File: config.mk
export PLATFORM = sky130hd
export DESIGN_NAME = slot_sensor_position_speed_tracker
export DESIGN_NICKNAME = d
export VERILOG_FILES = /design/src/rtl/sspst_pkg.sv /design/src/rtl/sspst_dpath.sv /design/src/rtl/sspst_ctrl.sv /design/src/rtl/slot_sensor_position_speed_tracker.sv
export SDC_FILE = /design/constraint.sdc
export NUM_CORES = 2
export LEC_CHECK = 0
export BUFFER_PORTS_ARGS = -buffer_cell sky130_fd_sc_hd__buf_2
export CORE_MARGIN = 3
export CORE_UTILIZATION = 50
export CTS_BUF_LIST = sky130_fd_sc_hd__clkbuf_8
export CTS_CLUSTER_DIAMETER = 200
export DETAILED_ROUTE_END_ITERATION = 10
export GPL_TIMING_DRIVEN = 0
export PLACE_DENSITY = 0.76
export SLEW_MARGIN = 20
export SYNTH_ARGS = -nofsm -noshare
export SYNTH_HDL_FRONTEND = slang
export SYNTH_SLANG_ARGS = --single-unit
File: constraint.sdc
create_clock -name clk -period 18 [get_ports clk]
set_clock_uncertainty 0.1 [all_clocks]
set_input_delay 2.7 -clock clk [delete_from_list [all_inputs] [get_ports clk]]
set_output_delay 2.7 -clock clk [all_outputs]
set_load 0.05 [all_outputs]
File: src/rtl/sspst_pkg.sv
// Package for the slot sensor position and speed tracker.
// Holds widths, codes and the controller-to-datapath command struct.
// No dependencies.
package sspst_pkg;

  // Time and step count widths.
  localparam int TIME_BITS  = 32;
  localparam int COUNT_BITS = 16;

  // Register and field widths.
  localparam int DATA_W     = 16;
  localparam int NOW_W      = 32;
  localparam int DIR_W      = 2;
  localparam int RES_W      = 32;
  localparam int CFG_ADDR_W = 1;

  // Speed is step_distance * 512 / delta.
  localparam int SPEED_SHIFT = 9;
  localparam int DIVD_W      = DATA_W + SPEED_SHIFT;
  localparam int DIV_STEPS   = DIVD_W;
  localparam int CNT_W       = $clog2(DIV_STEPS);

  // Height product: signed count times unsigned distance.
  localparam int PROD_W = COUNT_BITS + DATA_W + 1;
  localparam int EXT_W  = (PROD_W > RES_W + 1) ? PROD_W : RES_W + 1;

  // Stream payload widths, padded to whole bytes.
  localparam int IN_RAW_W  = NOW_W + 1 + DIR_W;
  localparam int IN_W      = ((IN_RAW_W + 7) / 8) * 8;
  localparam int OUT_RAW_W = RES_W + RES_W + DIR_W;
  localparam int OUT_W     = ((OUT_RAW_W + 7) / 8) * 8;

  // Register indexes.
  localparam logic [CFG_ADDR_W-1:0] CFG_MIN_INTERVAL = 1'd0;
  localparam logic [CFG_ADDR_W-1:0] CFG_STEP_DIST    = 1'd1;

  localparam logic [DATA_W-1:0] MIN_INTERVAL_RST = 16'd50;
  localparam logic [DATA_W-1:0] STEP_DIST_RST    = 16'd256;

  // Direction codes.
  localparam logic [DIR_W-1:0] DIR_STOP = 2'd0;
  localparam logic [DIR_W-1:0] DIR_UP   = 2'd1;
  localparam logic [DIR_W-1:0] DIR_DOWN = 2'd2;

  typedef struct packed {
    logic load_in;
    logic update;
    logic prep;
    logic div_step;
    logic load_out;
  } cmd_t;

endpackage

File: src/rtl/sspst_dpath.sv
// Datapath of the slot sensor tracker: tracking state, height multiplier,
// bit-serial divider for speed and the output register.
// Depends on sspst_pkg.
module sspst_dpath (
  input  logic                            clk,
  input  logic                            rst_n,
  input  sspst_pkg::cmd_t                 cmd,
  input  logic                            cfg_we,
  input  logic [sspst_pkg::CFG_ADDR_W-1:0] cfg_addr,
  input  logic [sspst_pkg::DATA_W-1:0]     cfg_wdata,
  input  logic [sspst_pkg::IN_W-1:0]       in_tdata,
  output logic [sspst_pkg::OUT_W-1:0]      out_tdata
);

  localparam int TB = sspst_pkg::TIME_BITS;
  localparam int CB = sspst_pkg::COUNT_BITS;

  logic [sspst_pkg::DATA_W-1:0] min_int_r, step_r;

  // Latched input item.
  logic [TB-1:0]                now_r;
  logic                         lvl_r;
  logic [sspst_pkg::DIR_W-1:0]  dir_r;

  // Tracking state.
  logic                         known_r, known_nxt;
  logic                         last_lvl_r, last_lvl_nxt;
  logic [sspst_pkg::DIR_W-1:0]  ldir_r, ldir_nxt;
  logic [CB-1:0]                count_r, count_nxt;
  logic [TB-1:0]                t_new_r, t_new_nxt;
  logic [TB-1:0]                t_mid_r, t_mid_nxt;
  logic [TB-1:0]                t_old_r, t_old_nxt;

  // Speed and height working registers.
  logic [TB-1:0]                    delta_r;
  logic [TB:0]                      rem_r;
  logic [sspst_pkg::DIVD_W-1:0]     quo_r;
  logic                             spd_zero_r, spd_sat_r;
  logic signed [sspst_pkg::PROD_W-1:0] prod_r;

  // Output register.
  logic [sspst_pkg::RES_W-1:0]  out_height_r, out_speed_r;
  logic [sspst_pkg::DIR_W-1:0]  out_dir_r;

  always_ff @(posedge clk) begin
    if (!rst_n) begin
      min_int_r <= sspst_pkg::MIN_INTERVAL_RST;
      step_r    <= sspst_pkg::STEP_DIST_RST;
    end else if (cfg_we) begin
      unique case (cfg_addr)
        sspst_pkg::CFG_MIN_INTERVAL: min_int_r <= cfg_wdata;
        sspst_pkg::CFG_STEP_DIST:    step_r    <= cfg_wdata;
        default: ;
      endcase
    end
  end

  always_ff @(posedge clk) begin
    if (cmd.load_in) begin
      now_r <= in_tdata[TB-1:0];
      lvl_r <= in_tdata[sspst_pkg::NOW_W];
      dir_r <= in_tdata[sspst_pkg::NOW_W+1 +: sspst_pkg::DIR_W];
    end
  end

  // State update for one sample.
  logic [TB-1:0]               since_last;
  logic [sspst_pkg::DIR_W-1:0] dir_sel;

  always_comb begin
    known_nxt    = known_r;
    last_lvl_nxt = last_lvl_r;
    ldir_nxt     = ldir_r;
    count_nxt    = count_r;
    t_new_nxt    = t_new_r;
    t_mid_nxt    = t_mid_r;
    t_old_nxt    = t_old_r;
    since_last   = now_r - t_new_r;
    dir_sel      = ((dir_r == sspst_pkg::DIR_UP) || (dir_r == sspst_pkg::DIR_DOWN)) ?
                   dir_r : ldir_r;
    if (!known_r) begin
      known_nxt    = 1'b1;
      last_lvl_nxt = lvl_r;
    end else if ((lvl_r != last_lvl_r) &&
                 (since_last >= TB'(min_int_r))) begin
      t_old_nxt    = t_mid_r;
      t_mid_nxt    = t_new_r;
      t_new_nxt    = now_r;
      last_lvl_nxt = lvl_r;
      ldir_nxt     = dir_sel;
      if (dir_sel == sspst_pkg::DIR_UP) begin
        count_nxt = count_r + CB'(1);
      end else if (dir_sel == sspst_pkg::DIR_DOWN) begin
        count_nxt = count_r - CB'(1);
      end
    end
  end

  always_ff @(posedge clk) begin
    if (!rst_n) begin
      known_r    <= 1'b0;
      last_lvl_r <= 1'b0;
      ldir_r     <= sspst_pkg::DIR_STOP;
      count_r    <= '0;
      t_new_r    <= '0;
      t_mid_r    <= '0;
      t_old_r    <= '0;
    end else if (cmd.update) begin
      known_r    <= known_nxt;
      last_lvl_r <= last_lvl_nxt;
      ldir_r     <= ldir_nxt;
      count_r    <= count_nxt;
      t_new_r    <= t_new_nxt;
      t_mid_r    <= t_mid_nxt;
      t_old_r    <= t_old_nxt;
    end
  end

  // Divisor: larger of the current and the previous two-change interval.
  logic [TB-1:0] d_cur, d_prev, d_sel;
  logic [TB:0]   rem_sh;
  logic          rem_ge;

  assign d_cur  = now_r - t_mid_r;
  assign d_prev = t_new_r - t_old_r;
  assign d_sel  = ((t_old_r != '0) && (d_prev > d_cur)) ? d_prev : d_cur;
  assign rem_sh = {rem_r[TB-1:0], quo_r[sspst_pkg::DIVD_W-1]};
  assign rem_ge = rem_sh >= {1'b0, delta_r};

  always_ff @(posedge clk) begin
    if (cmd.prep) begin
      delta_r    <= d_sel;
      spd_zero_r <= (t_mid_r == '0);
      spd_sat_r  <= (d_sel == '0);
      rem_r      <= '0;
      quo_r      <= {step_r, {sspst_pkg::SPEED_SHIFT{1'b0}}};
      prod_r     <= sspst_pkg::PROD_W'($signed(count_r)) *
                    sspst_pkg::PROD_W'($signed({1'b0, step_r}));
    end else if (cmd.div_step) begin
      rem_r <= rem_ge ? (rem_sh - {1'b0, delta_r}) : rem_sh;
      quo_r <= {quo_r[sspst_pkg::DIVD_W-2:0], rem_ge};
    end
  end

  // Saturate the height to the signed 32-bit range.
  logic signed [sspst_pkg::EXT_W-1:0] prod_ext;
  logic                               prod_fits;
  logic [sspst_pkg::RES_W-1:0]        height_sat, speed_val;

  assign prod_ext  = sspst_pkg::EXT_W'(prod_r);
  assign prod_fits = (prod_ext[sspst_pkg::EXT_W-1:sspst_pkg::RES_W-1] == '0) ||
                     (prod_ext[sspst_pkg::EXT_W-1:sspst_pkg::RES_W-1] == '1);
  assign height_sat = prod_fits ? prod_ext[sspst_pkg::RES_W-1:0] :
                      (prod_ext[sspst_pkg::EXT_W-1] ? 32'h8000_0000 : 32'h7FFF_FFFF);
  assign speed_val = spd_zero_r ? '0 :
                     spd_sat_r  ? '1 : sspst_pkg::RES_W'(quo_r);

  always_ff @(posedge clk) begin
    if (cmd.load_out) begin
      out_height_r <= height_sat;
      out_speed_r  <= speed_val;
      out_dir_r    <= ldir_r;
    end
  end

  assign out_tdata = {{(sspst_pkg::OUT_W - sspst_pkg::OUT_RAW_W){1'b0}},
                      out_dir_r, out_speed_r, out_height_r};

endmodule

File: src/rtl/sspst_ctrl.sv
// Controller of the slot sensor tracker: sequences update, setup, division
// steps and output load, and owns both stream handshakes.
// Depends on sspst_pkg.
module sspst_ctrl (
  input  logic            clk,
  input  logic            rst_n,
  input  logic            in_tvalid,
  output logic            in_tready,
  output logic            out_tvalid,
  input  logic            out_tready,
  output sspst_pkg::cmd_t cmd
);

  typedef enum logic [4:0] {
    S_IDLE = 5'b00001,
    S_UPD  = 5'b00010,
    S_PREP = 5'b00100,
    S_DIV  = 5'b01000,
    S_DONE = 5'b10000
  } state_t;

  localparam logic [sspst_pkg::CNT_W-1:0] CNT_LAST =
    sspst_pkg::CNT_W'(sspst_pkg::DIV_STEPS - 1);

  state_t                       state_r, state_nxt;
  logic [sspst_pkg::CNT_W-1:0]  cnt_r, cnt_nxt;
  logic                         ov_r, ov_nxt;
  logic                         out_free;

  assign out_free   = !ov_r || out_tready;
  assign in_tready  = (state_r == S_IDLE);
  assign out_tvalid = ov_r;

  always_comb begin
    state_nxt    = state_r;
    cnt_nxt      = cnt_r;
    cmd          = '0;
    cmd.load_in  = in_tvalid && in_tready;
    unique case (state_r)
      S_IDLE: begin
        if (in_tvalid) state_nxt = S_UPD;
      end
      S_UPD: begin
        cmd.update = 1'b1;
        state_nxt  = S_PREP;
      end
      S_PREP: begin
        cmd.prep  = 1'b1;
        cnt_nxt   = '0;
        state_nxt = S_DIV;
      end
      S_DIV: begin
        cmd.div_step = 1'b1;
        cnt_nxt      = cnt_r + sspst_pkg::CNT_W'(1);
        if (cnt_r == CNT_LAST) state_nxt = S_DONE;
      end
      S_DONE: begin
        if (out_free) begin
          cmd.load_out = 1'b1;
          state_nxt    = S_IDLE;
        end
      end
      default: state_nxt = S_IDLE;
    endcase
    ov_nxt = cmd.load_out ? 1'b1 : (out_tready ? 1'b0 : ov_r);
  end

  always_ff @(posedge clk) begin
    if (!rst_n) begin
      state_r <= S_IDLE;
      cnt_r   <= '0;
      ov_r    <= 1'b0;
    end else begin
      state_r <= state_nxt;
      cnt_r   <= cnt_nxt;
      ov_r    <= ov_nxt;
    end
  end

  a_load_free: assert property (@(posedge clk) disable iff (!rst_n)
    cmd.load_out |-> (!ov_r || out_tready))
    else $error("output register overwritten while holding an item");

  a_accept_upd: assert property (@(posedge clk) disable iff (!rst_n)
    (in_tvalid && in_tready) |=> (state_r == S_UPD))
    else $error("accepted item not followed by update");

  a_div_start: assert property (@(posedge clk) disable iff (!rst_n)
    (state_r == S_PREP) |=> ((state_r == S_DIV) && (cnt_r == '0)))
    else $error("division did not start at step zero");

  a_div_end: assert property (@(posedge clk) disable iff (!rst_n)
    ((state_r == S_DIV) && (cnt_r == CNT_LAST)) |=> (state_r == S_DONE))
    else $error("division ran past its last step");

endmodule

File: src/rtl/slot_sensor_position_speed_tracker.sv
// Top level of the slot sensor position and speed tracker.
// Joins the controller and the datapath; depends on sspst_pkg, sspst_ctrl
// and sspst_dpath.

// Each input item is one sample of a slotted optical sensor (timestamp in
// ms, sensor level, motor command). The block debounces level changes,
// keeps a signed step count in the latched motor direction and returns one
// result item per sample: height in Q24.8, speed in Q16.16 and the latched
// direction. An item goes from acceptance to result in these steps: accept,
// update the tracking state, set up the divider and multiply the height,
// 25 steps of the restoring divider (one quotient bit per cycle, the
// dividend being step_distance * 512) and load the output register.
// in_tready rises again the cycle after that load, so the block takes no new
// item before the last one's result is loaded; a result that waits in the
// output register does not hold back the next item until that item is ready
// to be loaded itself. Write cfg registers only while idle.
module slot_sensor_position_speed_tracker (
  input  logic                             clk,
  input  logic                             rst_n,
  // cfg: index 0 min_interval_ms, index 1 step_distance
  input  logic                             cfg_we,
  input  logic [sspst_pkg::CFG_ADDR_W-1:0] cfg_addr,
  input  logic [sspst_pkg::DATA_W-1:0]     cfg_wdata,
  input  logic                             in_tvalid,
  output logic                             in_tready,
  // in_tdata from bit 0: now_ms[31:0], opto_level[32], motor_dir[34:33], zero pad
  input  logic [sspst_pkg::IN_W-1:0]       in_tdata,
  output logic                             out_tvalid,
  input  logic                             out_tready,
  // out_tdata from bit 0: height[31:0], speed[63:32], last_dir[65:64], zero pad
  output logic [sspst_pkg::OUT_W-1:0]      out_tdata
);

  sspst_pkg::cmd_t cmd;

  // Sequence one item at a time and own the handshakes.
  sspst_ctrl u_ctrl (
    .clk        (clk),
    .rst_n      (rst_n),
    .in_tvalid  (in_tvalid),
    .in_tready  (in_tready),
    .out_tvalid (out_tvalid),
    .out_tready (out_tready),
    .cmd        (cmd)
  );

  // Hold config, tracking state, divider and the output register.
  sspst_dpath u_dpath (
    .clk       (clk),
    .rst_n     (rst_n),
    .cmd       (cmd),
    .cfg_we    (cfg_we),
    .cfg_addr  (cfg_addr),
    .cfg_wdata (cfg_wdata),
    .in_tdata  (in_tdata),
    .out_tdata (out_tdata)
  );

endmodule

==> results.md <==
- CP arrival: 8.94 ns
- Post-cts resize count: 0
- Initial antenna violation count: 6
- Detail Route Antenna Nets: 0
- 1st-iter DRT viols: 2365
- Port bufs: 123
- GRT Total Usage: 24.90%
- Hold WS: 0.3540 ns
- GRT busiest layer: met2
- RSZ-0062 raised after global routing: false
- Leak: 15.36 nW
- Drt first pass iters: 6
- Met1 usage: 35.13%
- Fillers: 5505
- Cell Count, Final, Fillers Out: 4602
- Synth Cell Area: 31140 um2
- Crit path kind: flop to flop
- Largest net degree at the start of global routing: 40
- Crit path time final: 8.650 ns
- Worst slew pin tran: 0.9471 ns
- Asr flop ratio synth: 0%
- Flop and latch count out of synthesis: 378
- Avg Vias per Cell: 5.653
- Global route total overflow: 0
- Layout area overhead: 10.19%
- Vias in the first global route: 24690
- Hold_buf cts: 0
- CTS Buf Count: 68
- # Max-Cap Violations: 0
- IO Pins: 136
- Ys Warns: 0
- Drt drc: 0
- Post-Syn Instances: 3511
- Status: completed
- H-tree levels: 3
- Synth cell types: 83
- Clock root buffer master: clkbuf_8
- Routability cong.: 0.9618
- Setup violations, final: 0
- Layout net count: 4288
- CTS tree: built
- Post-route core utilization: 56.22%
- Clock Latency Late Sink: 0.68 ns
- Period Utilization, post-route: 48.06%
- Hold Vio Cnt, Final: 0
- VDD IR-drop max: 0.00008914 V
- M3 GR Usage: 6.045%
- DIE WIDTH: 255.6 um
- Commonest non-fill, non-tap cell in the layout: inv_1
- Die area: 65310 um2
- Drt wl/cell: 17.85 um
- Worst Path Required: 18.29 ns
- FMAX: 115.6 MHz
- EDFF count, synth: 178
- Initial Util: 51.02%
- # placed instances: 4471
- Predominant post-synthesis flop cell: dfxtp_1
- Core area: 61030 um2
- Slew Viols, Final: 0
- Hold Path Stages: 2
- Rows: 90
- Seq/Total Area, Yosys: 30.02%
- Clock transition at path regs: 0.06 ns
- PD cells: 82.51 nW/um2
- Via Count: 26020
- Commonest cells after routing, fill and taps aside: 450 x inv_1, 417 x nand2_1, 314 x ha_1
- CP Launch Type: flop
- Post-route total power: 2.831 mW
- First-pass GRT wire length: 131100 um
- TritonCTS Sinks: 378
- CP Max Fanout: 10
- CTS Buffer Depth: 3
- Total negative slack: 0 ns
- Crit end category: flop
- Die H: 255.6 um
- HP Class: flop to flop
- Final HPWL DP: 65900 um
- Drt total wl: 82140 um
- Avg Inst Size Synth: 8.869 um2
- Share of cells above drive strength 1: 7.488%
- # Post-CTS Setup Buffers: 0
- Met2 usage: 37.07%
- Slew HR: 36.03%
- Reg2reg path depth: 24
worst max-delay path, cell delays in order, from the launching register on:
cell and delay [ns]:
edfxtp_1 0.57, ha_1 0.41, or2_2 0.33, o211a_1 0.15, o31ai_1 0.55, o211ai_1 0.24, nor2_1 0.27, o41ai_1 0.21
a31oi_1 0.34, o21ai_0 0.21, a31o_2 0.30, xnor2_1 0.23, inv_1 0.08, ha_1 0.29, nand4_1 0.15, nor4_1 0.72
a41oi_1 0.21, o21ai_0 0.30, clkbuf_1 0.55, clkinv_1 0.42, buf_2 0.32, nand2_1 0.09, o21ai_0 0.29, or4b_1 0.67
nor4_2 0.37
layout make-up:
type	instances	area, um2	area share (%)
antenna	8	20.02	0.05835
buffer	164	683.2	1.991
timing repair buffer	127	703.2	2.049
tap	828	1036	3.019
clock buffer	80	1101	3.209
sequential	378	9349	27.25
inverter	429	1610	4.693
clock inverter	43	275.3	0.8023
multi-input combinational	2545	19530	56.93
synth_stat cells, drive strengths merged (15+ instances only):
| cell type | number | area (um2) |
|---|---|---|
| o31ai | 40 | 300.3 |
| nor2 | 193 | 727.0 |
| nor3 | 36 | 180.2 |
| nor4 | 25 | 168.9 |
| and2 | 129 | 807.0 |
| ha | 314 | 3929 |
| a21o | 91 | 683.2 |
| nand2b | 36 | 225.2 |
| mux2i | 27 | 270.3 |
| nand4 | 29 | 181.4 |
| xnor2 | 85 | 744.5 |
| fa | 199 | 3984 |
| o21a | 32 | 240.2 |
| edfxtp | 178 | 5345 |
| o211ai | 20 | 150.1 |
| o21ai | 204 | 1021 |
| nand3 | 130 | 650.6 |
| buf | 38 | 206.5 |
| dfxtp | 200 | 4004 |
| a31oi | 15 | 93.84 |
| a211oi | 23 | 172.7 |
| o21bai | 25 | 187.7 |
| inv | 427 | 1603 |
| xor2 | 52 | 455.4 |
| a21oi | 205 | 1030 |
| nor2b | 32 | 207.7 |
| clkbuf | 126 | 473.0 |
| nand2 | 417 | 1565 |
| a22o | 26 | 227.7 |
cell families after synthesis:
kind of cell | count (synthesis) | synth area share [%]
AND/OR/NAND/NOR | 1089 | 16.55
buffers and inverters | 593 | 7.354
adder cells (fa/ha/maj) | 513 | 25.41
flip-flops | 378 | 30.02
other | 1 | 0.01204
multiplexers | 29 | 0.9403
XOR/XNOR | 137 | 3.854
AO/OA/AOI/OAI | 771 | 15.85
report_power, final:
group	leakage, nW	switching [mW]	internal [mW]	total [mW]
clock network	0.787	0.384	0.438	0.822
logic	11.3	0.580	0.376	0.956
registers	3.24	0.0738	0.980	1.05
total	15.4	1.04	1.79	2.83
through the flow:
step	cell area (um2)	setup WS (ns)
2_1_floorplan	31160	11.43
3_3_place_gp	32810	9.828
3_5_place_dp	32910	9.774
4_1_cts	34290	9.711
5_1_grt	34310	9.047
6_report	34310	9.350
routing by layer:
layer	wire length, um	vias up
met4	3128	0
met5	0	-
li1	-	12420
met1	35980	12350
met3	8294	197
met2	34730	1050
path summary, 6_finish.rpt:
kind	startpoint	end	slack, ns
setup reg to reg	u_dpath.now_r[2]$_DFFE_PP_	u_dpath.spd_sat_r$_DFFE_PP_	9.35
setup / recovery	u_dpath.now_r[2]$_DFFE_PP_	u_dpath.spd_sat_r$_DFFE_PP_	9.35
hold reg to reg	u_dpath.min_int_r[7]$_SDFFE_PN0P_	u_dpath.min_int_r[7]$_SDFFE_PN0P_	0.35
hold / removal	u_dpath.min_int_r[7]$_SDFFE_PN0P_	u_dpath.min_int_r[7]$_SDFFE_PN0P_	0.35
registers in the layout, indices dropped and copies added, names as in the netlist, 25 cells and up:
register	count
u_dpath.prod_ext	33
u_dpath.delta_r	32
u_dpath.now_r	32
u_dpath.out_height_r	32
u_dpath.rem_r	32
u_dpath.t_mid_r	32
u_dpath.t_new_r	32
u_dpath.t_old_r	32
u_dpath.out_speed_r	26
u_dpath.quo_r	25
Power figures use the tool's default switching activity.
